## src/ws30_pkg.sv

```systemverilog
package ws30_pkg;

    localparam int BLOCK_BYTES = 32768;
    localparam int MAX_SKIP    = 8;
    localparam int WORD_W      = 16;
    localparam int CLASS_W     = 3;
    localparam int SKIP_W      = 4;
    localparam int QUEUE_DEPTH = 2;

    typedef logic [WORD_W-1:0]  word_t;
    typedef logic [CLASS_W-1:0] class_t;

    localparam word_t  BLOCK_WORD = word_t'(BLOCK_BYTES);
    localparam class_t RES_LAST   = class_t'(7);

    // Everything the back part needs to expand one prime into its eight results.
    typedef struct packed {
        class_t cls;
        word_t  step;
        word_t  np;
        word_t  prime;
        word_t  offset;
    } item_t;

    typedef struct packed {
        logic full;
        logic empty;
    } q_status_t;

    // Position in the increment chain at which each residue is reached, per class.
    localparam class_t CHAIN_POS [8][8] = '{
        '{3'd0, 3'd1, 3'd2, 3'd3, 3'd4, 3'd5, 3'd6, 3'd7},
        '{3'd3, 3'd0, 3'd6, 3'd5, 3'd2, 3'd1, 3'd7, 3'd4},
        '{3'd2, 3'd4, 3'd0, 3'd6, 3'd1, 3'd7, 3'd3, 3'd5},
        '{3'd1, 3'd5, 3'd4, 3'd0, 3'd7, 3'd3, 3'd2, 3'd6},
        '{3'd6, 3'd2, 3'd3, 3'd7, 3'd0, 3'd4, 3'd5, 3'd1},
        '{3'd5, 3'd3, 3'd7, 3'd1, 3'd6, 3'd0, 3'd4, 3'd2},
        '{3'd4, 3'd7, 3'd1, 3'd2, 3'd5, 3'd6, 3'd0, 3'd3},
        '{3'd7, 3'd6, 3'd5, 3'd4, 3'd3, 3'd2, 3'd1, 3'd0}
    };

    // Running sum of the per-class corrections along the chain.
    localparam logic [4:0] CHAIN_BIAS [8][8] = '{
        '{5'd0, 5'd0, 5'd0,  5'd0,  5'd0,  5'd0,  5'd0,  5'd0},
        '{5'd0, 5'd1, 5'd2,  5'd3,  5'd3,  5'd4,  5'd5,  5'd6},
        '{5'd0, 5'd2, 5'd4,  5'd4,  5'd6,  5'd6,  5'd8,  5'd10},
        '{5'd0, 5'd3, 5'd4,  5'd5,  5'd7,  5'd8,  5'd9,  5'd12},
        '{5'd0, 5'd3, 5'd6,  5'd7,  5'd9,  5'd10, 5'd13, 5'd16},
        '{5'd0, 5'd4, 5'd6,  5'd8,  5'd10, 5'd12, 5'd14, 5'd18},
        '{5'd0, 5'd5, 5'd8,  5'd9,  5'd13, 5'd14, 5'd17, 5'd22},
        '{5'd0, 5'd6, 5'd10, 5'd12, 5'd16, 5'd18, 5'd22, 5'd28}
    };

    // One plus twice the running stride multiplier: the mod-30 wheel spokes.
    localparam logic [4:0] WHEEL_MUL [8] = '{
        5'd1, 5'd7, 5'd11, 5'd13, 5'd17, 5'd19, 5'd23, 5'd29
    };

endpackage

```

## src/wheel30_sieve_offsets_core.sv

```systemverilog
// Channel   Direction  Handshake             Word
// input     in         in_valid / in_stall   one sieving prime: class, stride, repeats,
//                                            prime, stored offset, skipped blocks
// output    out        out_valid / out_stall one residue: index, first and tail offsets,
//                                            advanced offset, last flag
//
// Each prime produces eight output words, one per cycle while the output is not
// stalled. The front part walks the skipped blocks one per cycle, at most eight
// per prime, and takes no new prime until it hands the current one to the queue.
// Reset is asynchronous, active low, and empties the whole pipe. A stall on the
// output freezes the back part only; the front part and the two-entry queue keep
// taking primes until the queue fills.
module wheel30_sieve_offsets_core
    import ws30_pkg::*;
(
    input  logic              clk,
    input  logic              rst_n,
    input  logic              in_valid,
    output logic              in_stall,
    input  class_t            residue_class,
    input  word_t             step_bytes,
    input  word_t             repeats,
    input  word_t             prime_value,
    input  word_t             old_offset,
    input  logic [SKIP_W-1:0] skip_blocks,
    output logic              out_valid,
    input  logic              out_stall,
    output class_t            residue_index,
    output word_t             first_offset,
    output word_t             tail_offset,
    output word_t             new_offset,
    output logic              last
);

    // The front part forms n*p at the input, then advances the stored offset
    // through the skipped blocks before handing the prime to the queue.
    logic      push;
    item_t     push_item;
    logic      pop;
    item_t     head_item;
    q_status_t q_status;

    ws30_front u_front (
        .clk           (clk),
        .rst_n         (rst_n),
        .in_valid      (in_valid),
        .in_stall      (in_stall),
        .residue_class (residue_class),
        .step_bytes    (step_bytes),
        .repeats       (repeats),
        .prime_value   (prime_value),
        .old_offset    (old_offset),
        .skip_blocks   (skip_blocks),
        .q_status      (q_status),
        .push          (push),
        .push_item     (push_item)
    );

    ws30_queue u_queue (
        .clk       (clk),
        .rst_n     (rst_n),
        .push      (push),
        .push_item (push_item),
        .pop       (pop),
        .head_item (head_item),
        .q_status  (q_status)
    );

    // The back part visits the residues in index order. Each residue's offset is
    // taken straight from its place in the class chain: the stride times a wheel
    // spoke plus the accumulated class correction, then reduced in two stages.
    ws30_back u_back (
        .clk           (clk),
        .rst_n         (rst_n),
        .head_item     (head_item),
        .q_status      (q_status),
        .pop           (pop),
        .out_valid     (out_valid),
        .out_stall     (out_stall),
        .residue_index (residue_index),
        .first_offset  (first_offset),
        .tail_offset   (tail_offset),
        .new_offset    (new_offset),
        .last          (last)
    );

endmodule

```

## src/ws30_front.sv

```systemverilog
module ws30_front
    import ws30_pkg::*;
(
    input  logic      clk,
    input  logic      rst_n,
    input  logic      in_valid,
    output logic      in_stall,
    input  class_t    residue_class,
    input  word_t     step_bytes,
    input  word_t     repeats,
    input  word_t     prime_value,
    input  word_t     old_offset,
    input  logic [SKIP_W-1:0] skip_blocks,
    input  q_status_t q_status,
    output logic      push,
    output item_t     push_item
);

    logic              busy_reg, busy_next;
    logic [SKIP_W-1:0] rem_reg, rem_next;
    item_t             item_reg, item_next;
    word_t             gap_reg, gap_next;

    logic              accept;
    logic [SKIP_W-1:0] skip_sat;
    logic [2*WORD_W-1:0] np_full;
    word_t             np;
    word_t             off_dec;
    word_t             off_step;

    assign push     = busy_reg && (rem_reg == '0) && !q_status.full;
    assign in_stall = busy_reg && !push;
    assign accept   = in_valid && !in_stall;

    assign skip_sat = (skip_blocks > SKIP_W'(MAX_SKIP)) ? SKIP_W'(MAX_SKIP) : skip_blocks;
    assign np_full  = {{WORD_W{1'b0}}, repeats} * {{WORD_W{1'b0}}, prime_value};
    assign np       = np_full[WORD_W-1:0];

    // One skipped block per cycle: step back by the unmarked part of a block.
    assign off_dec  = item_reg.offset - gap_reg;
    assign off_step = (off_dec > BLOCK_WORD) ? off_dec + item_reg.prime : off_dec;

    always_comb
    begin
        busy_next = busy_reg;
        rem_next  = rem_reg;
        item_next = item_reg;
        gap_next  = gap_reg;
        if (accept)
        begin
            busy_next        = 1'b1;
            rem_next         = skip_sat;
            item_next.cls    = residue_class;
            item_next.step   = step_bytes;
            item_next.np     = np;
            item_next.prime  = prime_value;
            item_next.offset = old_offset;
            gap_next         = BLOCK_WORD - np;
        end
        else if (push)
        begin
            busy_next = 1'b0;
        end
        else if (busy_reg && (rem_reg != '0))
        begin
            rem_next         = rem_reg - SKIP_W'(1);
            item_next.offset = off_step;
        end
    end

    always_ff @(posedge clk or negedge rst_n)
    begin
        if (!rst_n)
        begin
            busy_reg <= 1'b0;
            rem_reg  <= '0;
        end
        else
        begin
            busy_reg <= busy_next;
            rem_reg  <= rem_next;
        end
    end

    always_ff @(posedge clk)
    begin
        item_reg <= item_next;
        gap_reg  <= gap_next;
    end

    assign push_item = item_reg;

endmodule

```

## src/ws30_queue.sv

```systemverilog
module ws30_queue
    import ws30_pkg::*;
(
    input  logic      clk,
    input  logic      rst_n,
    input  logic      push,
    input  item_t     push_item,
    input  logic      pop,
    output item_t     head_item,
    output q_status_t q_status
);

    localparam int PTR_W = (QUEUE_DEPTH > 1) ? $clog2(QUEUE_DEPTH) : 1;

    item_t            entry_reg [QUEUE_DEPTH];
    logic [PTR_W-1:0] wr_ptr_reg, wr_ptr_next;
    logic [PTR_W-1:0] rd_ptr_reg, rd_ptr_next;
    logic [PTR_W:0]   count_reg, count_next;

    logic do_push;
    logic do_pop;

    assign q_status.full  = (count_reg == (PTR_W+1)'(QUEUE_DEPTH));
    assign q_status.empty = (count_reg == '0);
    assign do_push = push && !q_status.full;
    assign do_pop  = pop && !q_status.empty;
    assign head_item = entry_reg[rd_ptr_reg];

    always_comb
    begin
        wr_ptr_next = wr_ptr_reg;
        rd_ptr_next = rd_ptr_reg;
        count_next  = count_reg;
        if (do_push)
        begin
            wr_ptr_next = (wr_ptr_reg == PTR_W'(QUEUE_DEPTH-1)) ? '0 : wr_ptr_reg + PTR_W'(1);
        end
        if (do_pop)
        begin
            rd_ptr_next = (rd_ptr_reg == PTR_W'(QUEUE_DEPTH-1)) ? '0 : rd_ptr_reg + PTR_W'(1);
        end
        if (do_push && !do_pop)
        begin
            count_next = count_reg + (PTR_W+1)'(1);
        end
        else if (do_pop && !do_push)
        begin
            count_next = count_reg - (PTR_W+1)'(1);
        end
    end

    always_ff @(posedge clk or negedge rst_n)
    begin
        if (!rst_n)
        begin
            wr_ptr_reg <= '0;
            rd_ptr_reg <= '0;
            count_reg  <= '0;
        end
        else
        begin
            wr_ptr_reg <= wr_ptr_next;
            rd_ptr_reg <= rd_ptr_next;
            count_reg  <= count_next;
        end
    end

    always_ff @(posedge clk)
    begin
        if (do_push)
        begin
            entry_reg[wr_ptr_reg] <= push_item;
        end
    end

endmodule

```

## src/ws30_back.sv

```systemverilog
module ws30_back
    import ws30_pkg::*;
(
    input  logic      clk,
    input  logic      rst_n,
    input  item_t     head_item,
    input  q_status_t q_status,
    output logic      pop,
    output logic      out_valid,
    input  logic      out_stall,
    output class_t    residue_index,
    output word_t     first_offset,
    output word_t     tail_offset,
    output word_t     new_offset,
    output logic      last
);

    logic   work_valid_reg, work_valid_next;
    item_t  work_reg, work_next;
    class_t k_reg, k_next;

    logic   s1_valid_reg;
    class_t s1_k_reg;
    word_t  s1_v_reg, s1_np_reg, s1_p_reg, s1_off_reg;

    logic   s2_valid_reg;
    class_t s2_k_reg;
    word_t  s2_first_reg, s2_np_reg, s2_p_reg, s2_off_reg;

    logic   out_valid_reg;
    class_t out_k_reg;
    word_t  out_first_reg, out_tail_reg, out_off_reg;
    logic   out_last_reg;

    logic   adv;
    logic   issue;
    logic   finishing;
    class_t pos;
    logic [WORD_W+4:0] prod;
    word_t  v;
    word_t  first;
    word_t  t_sum;
    word_t  tail;

    // The whole pipe moves together whenever the output register can take a word.
    assign adv       = !out_valid_reg || !out_stall;
    assign issue     = work_valid_reg && adv;
    assign finishing = issue && (k_reg == RES_LAST);
    assign pop       = !q_status.empty && (!work_valid_reg || finishing);

    always_comb
    begin
        work_valid_next = work_valid_reg;
        work_next       = work_reg;
        k_next          = k_reg;
        if (pop)
        begin
            work_valid_next = 1'b1;
            work_next       = head_item;
            k_next          = '0;
        end
        else if (finishing)
        begin
            work_valid_next = 1'b0;
        end
        else if (issue)
        begin
            k_next = k_reg + class_t'(1);
        end
    end

    assign pos  = CHAIN_POS[work_reg.cls][k_reg];
    assign prod = {5'b0, work_reg.step} * {{WORD_W{1'b0}}, WHEEL_MUL[pos]};
    assign v    = work_reg.offset + prod[WORD_W-1:0]
                  + {{(WORD_W-5){1'b0}}, CHAIN_BIAS[work_reg.cls][pos]};

    assign first = (s1_v_reg >= s1_p_reg) ? s1_v_reg - s1_p_reg : s1_v_reg;

    assign t_sum = s2_first_reg + s2_np_reg;
    assign tail  = (t_sum >= BLOCK_WORD) ? t_sum - s2_p_reg : t_sum;

    always_ff @(posedge clk or negedge rst_n)
    begin
        if (!rst_n)
        begin
            work_valid_reg <= 1'b0;
            k_reg          <= '0;
            s1_valid_reg   <= 1'b0;
            s2_valid_reg   <= 1'b0;
            out_valid_reg  <= 1'b0;
        end
        else
        begin
            work_valid_reg <= work_valid_next;
            k_reg          <= k_next;
            if (adv)
            begin
                s1_valid_reg  <= issue;
                s2_valid_reg  <= s1_valid_reg;
                out_valid_reg <= s2_valid_reg;
            end
        end
    end

    always_ff @(posedge clk)
    begin
        work_reg <= work_next;
        if (adv)
        begin
            s1_k_reg      <= k_reg;
            s1_v_reg      <= v;
            s1_np_reg     <= work_reg.np;
            s1_p_reg      <= work_reg.prime;
            s1_off_reg    <= work_reg.offset;
            s2_k_reg      <= s1_k_reg;
            s2_first_reg  <= first;
            s2_np_reg     <= s1_np_reg;
            s2_p_reg      <= s1_p_reg;
            s2_off_reg    <= s1_off_reg;
            out_k_reg     <= s2_k_reg;
            out_first_reg <= s2_first_reg;
            out_tail_reg  <= tail;
            out_off_reg   <= s2_off_reg;
            out_last_reg  <= (s2_k_reg == RES_LAST);
        end
    end

    assign out_valid     = out_valid_reg;
    assign residue_index = out_k_reg;
    assign first_offset  = out_first_reg;
    assign tail_offset   = out_tail_reg;
    assign new_offset    = out_off_reg;
    assign last          = out_last_reg;

endmodule

```

## config.mk

```make
export PLATFORM = sky130hd
export DESIGN_NAME = wheel30_sieve_offsets_core
export DESIGN_NICKNAME = d
export VERILOG_FILES = /design/src/ws30_pkg.sv /design/src/wheel30_sieve_offsets_core.sv /design/src/ws30_front.sv /design/src/ws30_queue.sv /design/src/ws30_back.sv
export SDC_FILE = /design/constraint.sdc
export NUM_CORES = 1
export LEC_CHECK = 0
export BUFFER_PORTS_ARGS = -buffer_cell sky130_fd_sc_hd__buf_4
export CAP_MARGIN = 20
export CORE_ASPECT_RATIO = 0.75
export CORE_MARGIN = 3
export CORE_UTILIZATION = 54
export CTS_BUF_LIST = sky130_fd_sc_hd__clkbuf_4 sky130_fd_sc_hd__clkbuf_8
export CTS_CLUSTER_SIZE = 16
export DETAILED_ROUTE_END_ITERATION = 8
export GPL_TIMING_DRIVEN = 0
export PLACE_DENSITY = 0.71
export SLEW_MARGIN = 20
export SYNTH_ARGS = -nofsm -noshare
export SYNTH_HDL_FRONTEND = slang
export SYNTH_SLANG_ARGS = --single-unit
export TNS_END_PERCENT = 10
```

## constraint.sdc

```tcl
create_clock -name clk -period 11.4 [get_ports clk]
set_input_delay 0.57 -clock clk [delete_from_list [all_inputs] [get_ports clk]]
set_output_delay 0.57 -clock clk [all_outputs]
set_load 0.01 [all_outputs]
```

## Word-level counts from Yosys, hierarchy flattened

Memory sizes are Yosys's and may differ from the RTL's. A register that Yosys moved wholly into a read port is not among the register bits.
Cells that the tools add are included.

| operators by class | value |
|---|---|
| $mul | 2 |
| reduce and logical (&&, ||, !) cells | 33 |
| muxes and demuxes | 35 |
| eq/ne operators | 5 |
| $lt $le $gt $ge | 7 |
| add/sub/neg operators | 14 |
| bitwise operators | 3 |

Operators by type and width:

| operator | count |
|---|---|
| $mux W16 | 6 |
| $mux W40 | 2 |
| $add A16 B16 Y16 | 3 |
| $mux W24 | 2 |
| $sub A16 B16 Y16 | 3 |
| $mux W5 | 4 |
| $add A16 B5 Y16 | 1 |
| $ge A16 B16 Y1 | 1 |
| $ge A16 B16 Y1 const B | 1 |
| $gt A16 B16 Y1 const B | 1 |
| $mul A16 B16 Y16 | 1 |
| $mul A16 B5 Y16 | 1 |
| $mux W4 | 4 |
| $sub A16 B16 Y16 const A | 1 |
| $bmux W5 S3 | 1 |
| $mux W3 | 5 |
| $ge A4 B4 Y1 const B | 3 |
| $logic_and A1 B1 Y1 | 12 |
| $not A3 Y4 | 3 |
| $reduce_bool A2 Y1 | 5 |
| $bmux W3 S3 | 1 |
| $logic_not A1 Y1 | 9 |
| $mux W1 | 8 |
| $eq A3 B3 Y1 const B | 2 |
| 14 further kinds | 19 |

| word-level totals | value |
|---|---|
| output and inout port bits | 54 |
| memories kept | 4 |
| bits in writable memories | 134 |
| input port bits | 75 |
| register bits after elaboration | 285 |
| logic and storage cells | 134 |
| bits in read-only memories | 552 |

Memories:

| memory | depth | width | read ports | clocked after Yosys merged registers in | wr ports | line | source |
|---|---|---|---|---|---|---|---|
| (no name shown) | 8 | 40 | 1 | 0 | 0 | ws30_back.sv:75 | `+ {{(WORD_W-5){1'b0}}, CHAIN_BIAS[work_reg.cls][pos]};` |
| (no name shown) | 8 | 24 | 1 | 0 | 0 | ws30_back.sv:72 | `assign pos = CHAIN_POS[work_reg.cls][k_reg];` |
| u_queue.entry_reg | 2 | 67 | 1 | 1 | 1 | ws30_queue.sv:15 | `item_t entry_reg [QUEUE_DEPTH];` |
| (no name shown) | 8 | 5 | 1 | 0 | 0 | ws30_back.sv:73 | `assign prod = {5'b0, work_reg.step} * {{WORD_W{1'b0}}, WHEEL_MUL[pos]};` |

## Logic depth before layout (Yosys ltp)

Gate-level depths: netlist of the first run.

| logic depth | value |
|---|---|
| depth after elaboration | 14 |
| mapped depth | 29 |
| depth with buffers taken out | 27 |

## Hierarchy

From an unflattened synthesis of the first run, not the netlist that was laid out.

| second synthesis, totals | value |
|---|---|
| cell total of the unflattened synthesis | 2125 |
| area, all modules | 27660.3 µm² |

Modules (own cells, without submodules):

| module | cells each | area an instance (µm²) | instances | seq. area each (µm²) |
|---|---|---|---|---|
| ws30_back | 1024 | 13749.4 | 1 | 7772.5 |
| ws30_front | 873 | 8788.4 | 1 | 2587.5 |
| ws30_queue | 228 | 5122.4 | 1 | 4124.0 |

## Worst setup path before layout of the first run

Ideal clock, no wire load.

| path | value |
|---|---|
| kind | input -> register |
| start point | input out_stall |
| end point | register u_queue.count_reg[1] |
| slack | 1869 ps |
| arrival time | 9452 ps |
| setup time | 79 ps |
| stages on the path | 8 |
| buffers on the path | 0 |
| required time | 11321 ps |
| cell sequence | nand2_1 -> nand2_1 -> a21oi_1 -> inv_1 -> ha_1 -> xor2_1 -> nor2_1 -> xor2_1 |

| on the way | value |
|---|---|
| cells in the longest elaborated chain, start to end | 10 |
| elaborated cells between the ends (all ways) | 12 |
| those cells by class | 1 x mux; 11 x reduce/logical |

Ends and longest elaborated chain:

| what | line | source |
|---|---|---|
| start, declared | wheel30_sieve_offsets_core.sv:27 | `input logic out_stall,` |
| $logic_not A1 Y1 * | ws30_back.sv:46 | `assign adv = !out_valid_reg \|\| !out_stall;` |
| $logic_or A1 B1 Y1 * | ws30_back.sv:46 |  |
| $logic_and A1 B1 Y1 * | ws30_back.sv:47 | `assign issue = work_valid_reg && adv;` |
| $logic_and A1 B1 Y1 * | ws30_back.sv:48 | `assign finishing = issue && (k_reg == RES_LAST);` |
| $logic_or A1 B1 Y1 * | ws30_back.sv:49 | `assign pop = !q_status.empty && (!work_valid_reg \|\| finishing);` |
| $logic_and A1 B1 Y1 * | ws30_back.sv:49 |  |
| named net pop | wheel30_sieve_offsets_core.sv:39 | `logic pop;` |
| $logic_and A1 B1 Y1 * | ws30_queue.sv:26 | `assign do_pop = pop && !q_status.empty;` |
| $logic_not A1 Y1 | ws30_queue.sv:42 | `if (do_push && !do_pop)` |
| $logic_and A1 B1 Y1 | ws30_queue.sv:42 |  |
| $mux W2 or $reduce_bool A2 Y1 (tied branches) | n/a |  |
| end signal, assigned | ws30_queue.sv:64 | `count_reg <= count_next;` |
| end, declared | ws30_queue.sv:18 | `logic [PTR_W:0] count_reg, count_next;` |

The timed path passes the listed nets; every way through them passes the cells marked *.
A chain may end at the register's enable or synchronous reset.

## Worst setup path in the final report of the first run

| path | value |
|---|---|
| start point | register u_back.work_reg[65] (netlist name) |
| end point | register u_back.s1_v_reg[15], data pin |

| on the way | value |
|---|---|
| cells in the longest elaborated chain, start to end | 14 |
| elaborated cells between the ends (all ways) | 20 |
| those cells by class | 2 x add/sub; 1 x mul; 12 x mux; 2 x bitwise; 3 x memory |

Ends and longest elaborated chain:

| what | line | source |
|---|---|---|
| $not A3 Y4 (implied by the code) * | ws30_back.sv:72, ws30_back.sv:75 |  |
| $mem_v2 Z8 W24 | n/a |  |
| $mux W24 (implied by the code) (2 in a row) | ws30_back.sv:72 |  |
| $bmux W3 S3 | ws30_back.sv:72 |  |
| $mux W3 (implied by the code) (2 in a row) | ws30_back.sv:72 |  |
| $not A3 Y4 (implied by the code) | ws30_back.sv:73, ws30_back.sv:75 |  |
| $mem_v2 Z8 W5 | n/a |  |
| $mux W5 (implied by the code) (2 in a row) | ws30_back.sv:73 |  |
| $mul A16 B5 Y16 | ws30_back.sv:73 |  |
| $add A16 B16 Y16 | ws30_back.sv:74 | `assign v = work_reg.offset + prod[WORD_W-1:0]` |
| $add A16 B5 Y16 * | ws30_back.sv:75 |  |
| named net u_back.v[15] | ws30_back.sv:40 | `word_t v;` |
| end signal, assigned | ws30_back.sv:111 | `s1_v_reg <= v;` |
| end, declared | ws30_back.sv:24 | `word_t s1_v_reg, s1_np_reg, s1_p_reg, s1_off_reg;` |

The timed path passes the listed nets; every way through them passes the cells marked *. The select of a mux whose other input is x is not followed.

==> results of run 1 <==
area by class of cell:
type	instances	area share
antenna	2	0.0001621
clock buffer	112	0.04426
timing repair buffer	139	0.04077
multi-input combinational	1327	0.3758
clock inverter	21	0.004296
buffer	50	0.007335
sequential	485	0.4691
tap	648	0.02626
inverter	263	0.03198
final timing paths:
path / startpoint / end / slack, ps / depth (start not counted)
hold reg to reg: u_back.work_reg[30] / u_back.s1_p_reg[14] / 410 / 0
min in group asynchronous: rst_n / u_back.k_reg[0] / 350 / 2
max in group asynchronous: rst_n / u_queue.rd_ptr_reg / 10820 / 2
setup / recovery: u_back.work_reg[65] / u_back.s1_v_reg[15] / 3500 / 26
hold / removal: residue_class[1] / u_front.push_item[65] / 100 / 1
setup reg to reg: u_back.work_reg[65] / u_back.s1_v_reg[15] / 3500 / 26
layer usage:
metal,vias up,global-route usage,part of all wire
met5,-,0,0
met4,0,0.06336,0.024
met3,94,0.04497,0.057
met2,416,0.3390,0.45
met1,8208,0.3256,0.47
li1,7882,-,-
stage by stage:
step / instances / cell area, um2 / setup slack [ps]
after global placement: 2900 / 29030 / -1558
after floorplan: 2125 / 27270 / 1869
after CTS: 3045 / 30870 / 3595
final: 3047 / 30870 / 3505
after global routing: 3046 / 30870 / 3150
after detailed placement: 2911 / 29360 / 3604
cells by family after synthesis:
group,count (synthesis),share of synthesized area
buf+inv,313,0.04437
simple gates,491,0.08998
xor+xnor,145,0.04685
flops,485,0.5312
fa+ha+maj,308,0.1790
compound gates,276,0.06452
mux,107,0.04405
worst register-to-register path: stages (launching register included):
cell       delay [ps]
edfxtp_1          570
inv_1             240
ha_1              400
nor2b_1           170
xnor2_1           130
mux4_2            480
clkbuf_1          240
xnor2_1           700
clkbuf_1          540
nand2_1           150
fa_1              490
fa_1              550
inv_1              50
fa_1              470
inv_1              50
fa_1              470
inv_1              40
ha_1              320
o21a_1            200
o31a_1            110
o21a_1            180
o21a_1            200
o2111ai_1         240
nand4_1           140
o211a_1           180
a31oi_1           200
xnor2_1           120
cells in the final DEF, fill, tap and decap left out, types with 10 or more instances in the layout:
| cell type | Yosys | final |
|---|---|---|
| edfxtp_1 | 469 | 469 |
| inv_1 | 261 | 261 |
| ha_1 | 171 | 171 |
| nand2_1 | 161 | 160 |
| fa_1 | 137 | 137 |
| buf_4 | 0 | 127 |
| xnor2_1 | 105 | 105 |
| and2_1 | 94 | 93 |
| clkbuf_8 | 0 | 84 |
| a21oi_1 | 80 | 79 |
| nor2_1 | 80 | 79 |
| mux2_2 | 76 | 76 |
| o21ai_0 | 49 | 49 |
| xor2_1 | 39 | 39 |
| clkbuf_1 | 38 | 37 |
| clkbuf_4 | 0 | 29 |
| nor3_1 | 28 | 28 |
| nand3_1 | 26 | 26 |
| o21a_1 | 23 | 23 |
| nand2b_1 | 22 | 22 |
| mux2i_1 | 21 | 21 |
| nor2b_1 | 20 | 20 |
| a21o_1 | 19 | 19 |
| dfrtp_1 | 16 | 16 |
| o21ai_1 | 14 | 14 |
| or3_1 | 13 | 13 |
| o31ai_1 | 12 | 12 |
| buf_16 | 0 | 10 |
what timing repair did:
action	in CTS	in global routing
setup endpoints to repair	0	0
hold buffers	1	0
hold endpoints to repair	16	0
==> flow_summary.json, run 1 <==
{
  "tightest_slew_ps": 892.3,
  "ys_seq_area_frac": 0.5312,
  "hold_viol": 0,
  "status": "complete, no violations",
  "ios": 129,
  "die_area_um2": 53260,
  "antenna_found_initial": 1,
  "grt_max_degree": 61,
  "drive_gt1_frac": 0.1519,
  "ys.flop_type": "edfxtp_1",
  "dpl.hpwl_um": 43940,
  "wirelength_um": 57320,
  "cts_resized": 0,
  "yosys-top-cells-count": "469 x edfxtp_1, 261 x inv_1, 171 x ha_1",
  "slowest_stage": "xnor2_1",
  "synth_top_area_frac": 0.5165,
  "htree_num_levels": 3,
  "die_h_um": 200.6,
  "die_w_um": 265.5,
  "postLayoutCoreUtil": 0.6261,
  "via_count": 16600,
  "nFillCells": 3769,
  "synth.most_common_cell": "edfxtp_1",
  "cts_buffer_depth": 3,
  "grt_pass1_vias": 16960,
  "multi_input_area_um2": 11600,
  "synth.distinct_cells": 71,
  "fmax_mhz": 126.7,
  "setup_viol": 0,
  "crit_arrival_ps": 8270,
  "ys_ff_latch": 485,
  "setup.worst_path.start_class": "flip-flop",
  "hold_path.class": "input pin to flip-flop",
  "cts_tree": "done",
  "ant_nets": 0,
  "rsz0062_at_grt": "false",
  "gp_congestion": 0.8864,
  "syn_nets": 2508,
  "syn_avg_cell_area_um2": 12.83,
  "fin_setup_tns_ps": 0,
  "numPortBuffers": 127,
  "cp_max_fo": 10,
  "post_cts_buffers": 0,
  "path_delay_family": "adder cells",
  "critPathMaxStageDelay_ps": 700,
  "grt_overflow": 0,
  "cts_buffers": 77,
  "grt_pass1_wl_um": 92000,
  "yosys.area.top_type": "edfxtp_1",
  "clkSinkCount": 485,
  "start_util": 0.5530,
  "fin_crit_ps": 7895,
  "yosys-top-cells-area": "edfxtp_1 52%, fa_1 10%, ha_1 7.8%",
  "area_growth_pct": 13.22,
  "register_area_um2": 14480,
  "coreArea_um2": 49310,
  "drt_iter0_markers": 1258,
  "synth.cell_area_um2": 27270,
  "worst_hold_slack_ps": 102.0,
  "root_buffer": "clkbuf_8",
  "drv_slew": 0,
  "slew_headroom": 0.3897,
  "viasPerCell": 5.448,
  "finClkSkew_ps": 27.80,
  "dr.pass1.iters": 5,
  "largest_register_ffs": 134,
  "crit_required_ps": 11780,
  "crit_buf_inv": 6,
  "synth_edf_count": 469,
  "syn_inst": 2125,
  "grt_usage": 0.2220,
  "endpoint_kind": "flip-flop",
  "wl_per_cell_um": 18.81,
  "critical_path_class": "flip-flop to flip-flop",
  "ys_async_sr_fraction": 0.03299,
  "max-cap-violations": 0,
  "path_clk_slew_ps": 60,
  "rows": 70,
  "ys_warn_count": 0,
  "finalCritPeriodShare": 0.6926,
  "fin_nets": 2726,
  "drc": 0,
  "worstSkewPairLatency_ps": 650
}
Power of run 1 is not shown: default switching activity piles up to over one toggle a cycle in this logic, so the estimate is an artifact.
==> run 2, diff against run 1 <==
--- a/config.mk
+++ b/config.mk
@@ -14,7 +14,7 @@
 export CTS_CLUSTER_SIZE = 16
 export DETAILED_ROUTE_END_ITERATION = 8
 export GPL_TIMING_DRIVEN = 0
-export PLACE_DENSITY = 0.71
+export PLACE_DENSITY = 0.74
 export SLEW_MARGIN = 20
 export SYNTH_ARGS = -nofsm -noshare
 export SYNTH_HDL_FRONTEND = slang
==> constraint.sdc (replaced) <==
create_clock -name clk -period 6.8 [get_ports clk]
set_input_delay 0.34 -clock clk [delete_from_list [all_inputs] [get_ports clk]]
set_output_delay 0.34 -clock clk [all_outputs]
set_load 0.01 [all_outputs]
==> run 2 against run 1 <==
Compared with the run above:
- hold slack lost 33 ps
- cell area grew 2.0%
- non-clock buffer count grew 48
- die area is the same
- maximum frequency grew 21%
- worst setup slack lost 3200 ps
- flip-flop and latch count is the same
- routed wire length grew 1.8%
- first-iteration DRC count grew 17%
==> flow_summary.json, run 2 (same netlist as run 1, synthesis figures left out) <==
{
  "final_common_cell": "edfxtp_1",
  "drive_gt1_frac": 0.1543,
  "area_growth_pct": 15.51,
  "wirelength_um": 58380,
  "largest_register_ffs": 134,
  "status": "complete, no violations",
  "max-cap-violations": 0,
  "die_h_um": 200.6,
  "setup_viol": 0,
  "register_area_um2": 14480,
  "fin_ws_ps": 275.5,
  "ios": 129,
  "cts_tree": "done",
  "htree_num_levels": 3,
  "path_clk_slew_ps": 60,
  "drt_iter0_markers": 1473,
  "die_w_um": 265.5,
  "antenna_found_initial": 1,
  "drv_slew": 0,
  "dr.pass1.iters": 5,
  "worst_hold_slack_ps": 68.90,
  "crit_arrival_ps": 6900,
  "finClkSkew_ps": 26.63,
  "finalCritPeriodShare": 0.9595,
  "tightest_slew_ps": 902.0,
  "fin_crit_ps": 6524,
  "numPortBuffers": 127,
  "hold_path.class": "input pin to flip-flop",
  "rsz0062_at_grt": "false",
  "coreArea_um2": 49310,
  "nFillCells": 3634,
  "mostFrequentLayoutCells": "469 x edfxtp_1, 260 x inv_1, 170 x ha_1",
  "via_count": 16890,
  "dpl.hpwl_um": 43410,
  "fmax_mhz": 153.3,
  "postLayoutCoreUtil": 0.6387,
  "cts_buffers": 76,
  "cts_buffer_depth": 3,
  "clkSinkCount": 485,
  "start_util": 0.5530,
  "setup.worst_path.start_class": "flip-flop",
  "worstHoldStart": "old_offset[9]",
  "rows": 70,
  "grt_pass1_wl_um": 92540,
  "hold_viol": 0,
  "ant_nets": 0,
  "multi_input_area_um2": 11700,
  "worstSkewPairLatency_ps": 640,
  "crit_required_ps": 7170,
  "gp_congestion": 0.8993,
  "wl_per_cell_um": 18.84,
  "worstReg2RegStart": "u_back.work_reg[65]",
  "critical_path_class": "flip-flop to flip-flop",
  "viasPerCell": 5.451,
  "drc": 0,
  "slew_headroom": 0.3831,
  "die_area_um2": 53260,
  "grt_pass1_vias": 17290,
  "pre_cts_ws_ps": -1013,
  "endpoint_kind": "flip-flop",
  "cp_max_fo": 14,
  "grt_max_degree": 109,
  "crit_start": "u_back.work_reg[65]",
  "grt_overflow": 0,
  "root_buffer": "clkbuf_8",
  "grt_usage": 0.2232,
  "fin_nets": 2773
}
## run 2: path summary, 6_finish.rpt
check | to | slack [ps] | cells after the start
setup / recovery | u_back.s1_v_reg[15] | 280 | 25
hold / removal | u_front.push_item[9] | 70 | 3
setup reg to reg | u_back.s1_v_reg[15] | 280 | 25
hold reg to reg | u_back.s1_p_reg[14] | 420 | 0
max in group asynchronous | u_queue.count_reg[1] | 6410 | 2
min in group asynchronous | u_back.work_valid_reg | 150 | 2
## run 2: area by class of cell
class,instances,area share
flip-flops and latches,485,0.4599
multi-input cells,1327,0.3715
repair buffers,196,0.05617
clock buffers,107,0.04159
inverters,263,0.03134
well taps,648,0.02574
plain buffers,41,0.007031
clock inverters,30,0.006674
diodes,1,0.00007945
## run 2: critical path: stages, from the launching register on
cell	delay [ps]
edfxtp_1	420
buf_4	130
buf_4	160
mux2i_1	90
o21ai_0	390
nor2_1	170
o2bb2ai_4	380
mux2_4	430
nand2b_1	200
fa_1	500
fa_1	490
inv_1	50
fa_1	480
inv_1	50
fa_1	470
inv_1	40
ha_1	310
o21a_1	200
o31a_1	120
o21a_1	190
o21a_1	200
o2111ai_2	200
nand4_1	120
o211a_1	170
a31oi_1	200
xnor2_1	120
## run 2: per-layer routing
metal | global-route usage | wire length (um)
met1 | 0.3303 | 26930
met2 | 0.3410 | 26580
met3 | 0.03921 | 3533
met4 | 0.06533 | 1334
met5 | 0 | 0
## run 2: metrics by stage
stage | instances | cell area, um2 | setup TNS [ps]
after global routing | 3098 | 31500 | 0
after CTS | 3097 | 31410 | 0
after detailed placement | 2909 | 29310 | -4896
final | 3098 | 31500 | 0
after global placement | 2900 | 29040 | -38110
after floorplan | 2125 | 27270 | 0
## run 2: repair_timing
action                                  4_1_cts  5_1_grt
buffers inserted                              4        6
hold buffers                                 50        0
pin swaps                                     2        4
hold endpoints to repair                     65        0
endpoints found under the setup margin       10        5
resized for setup                            13       21
Power of run 2 is left out for the same reason.
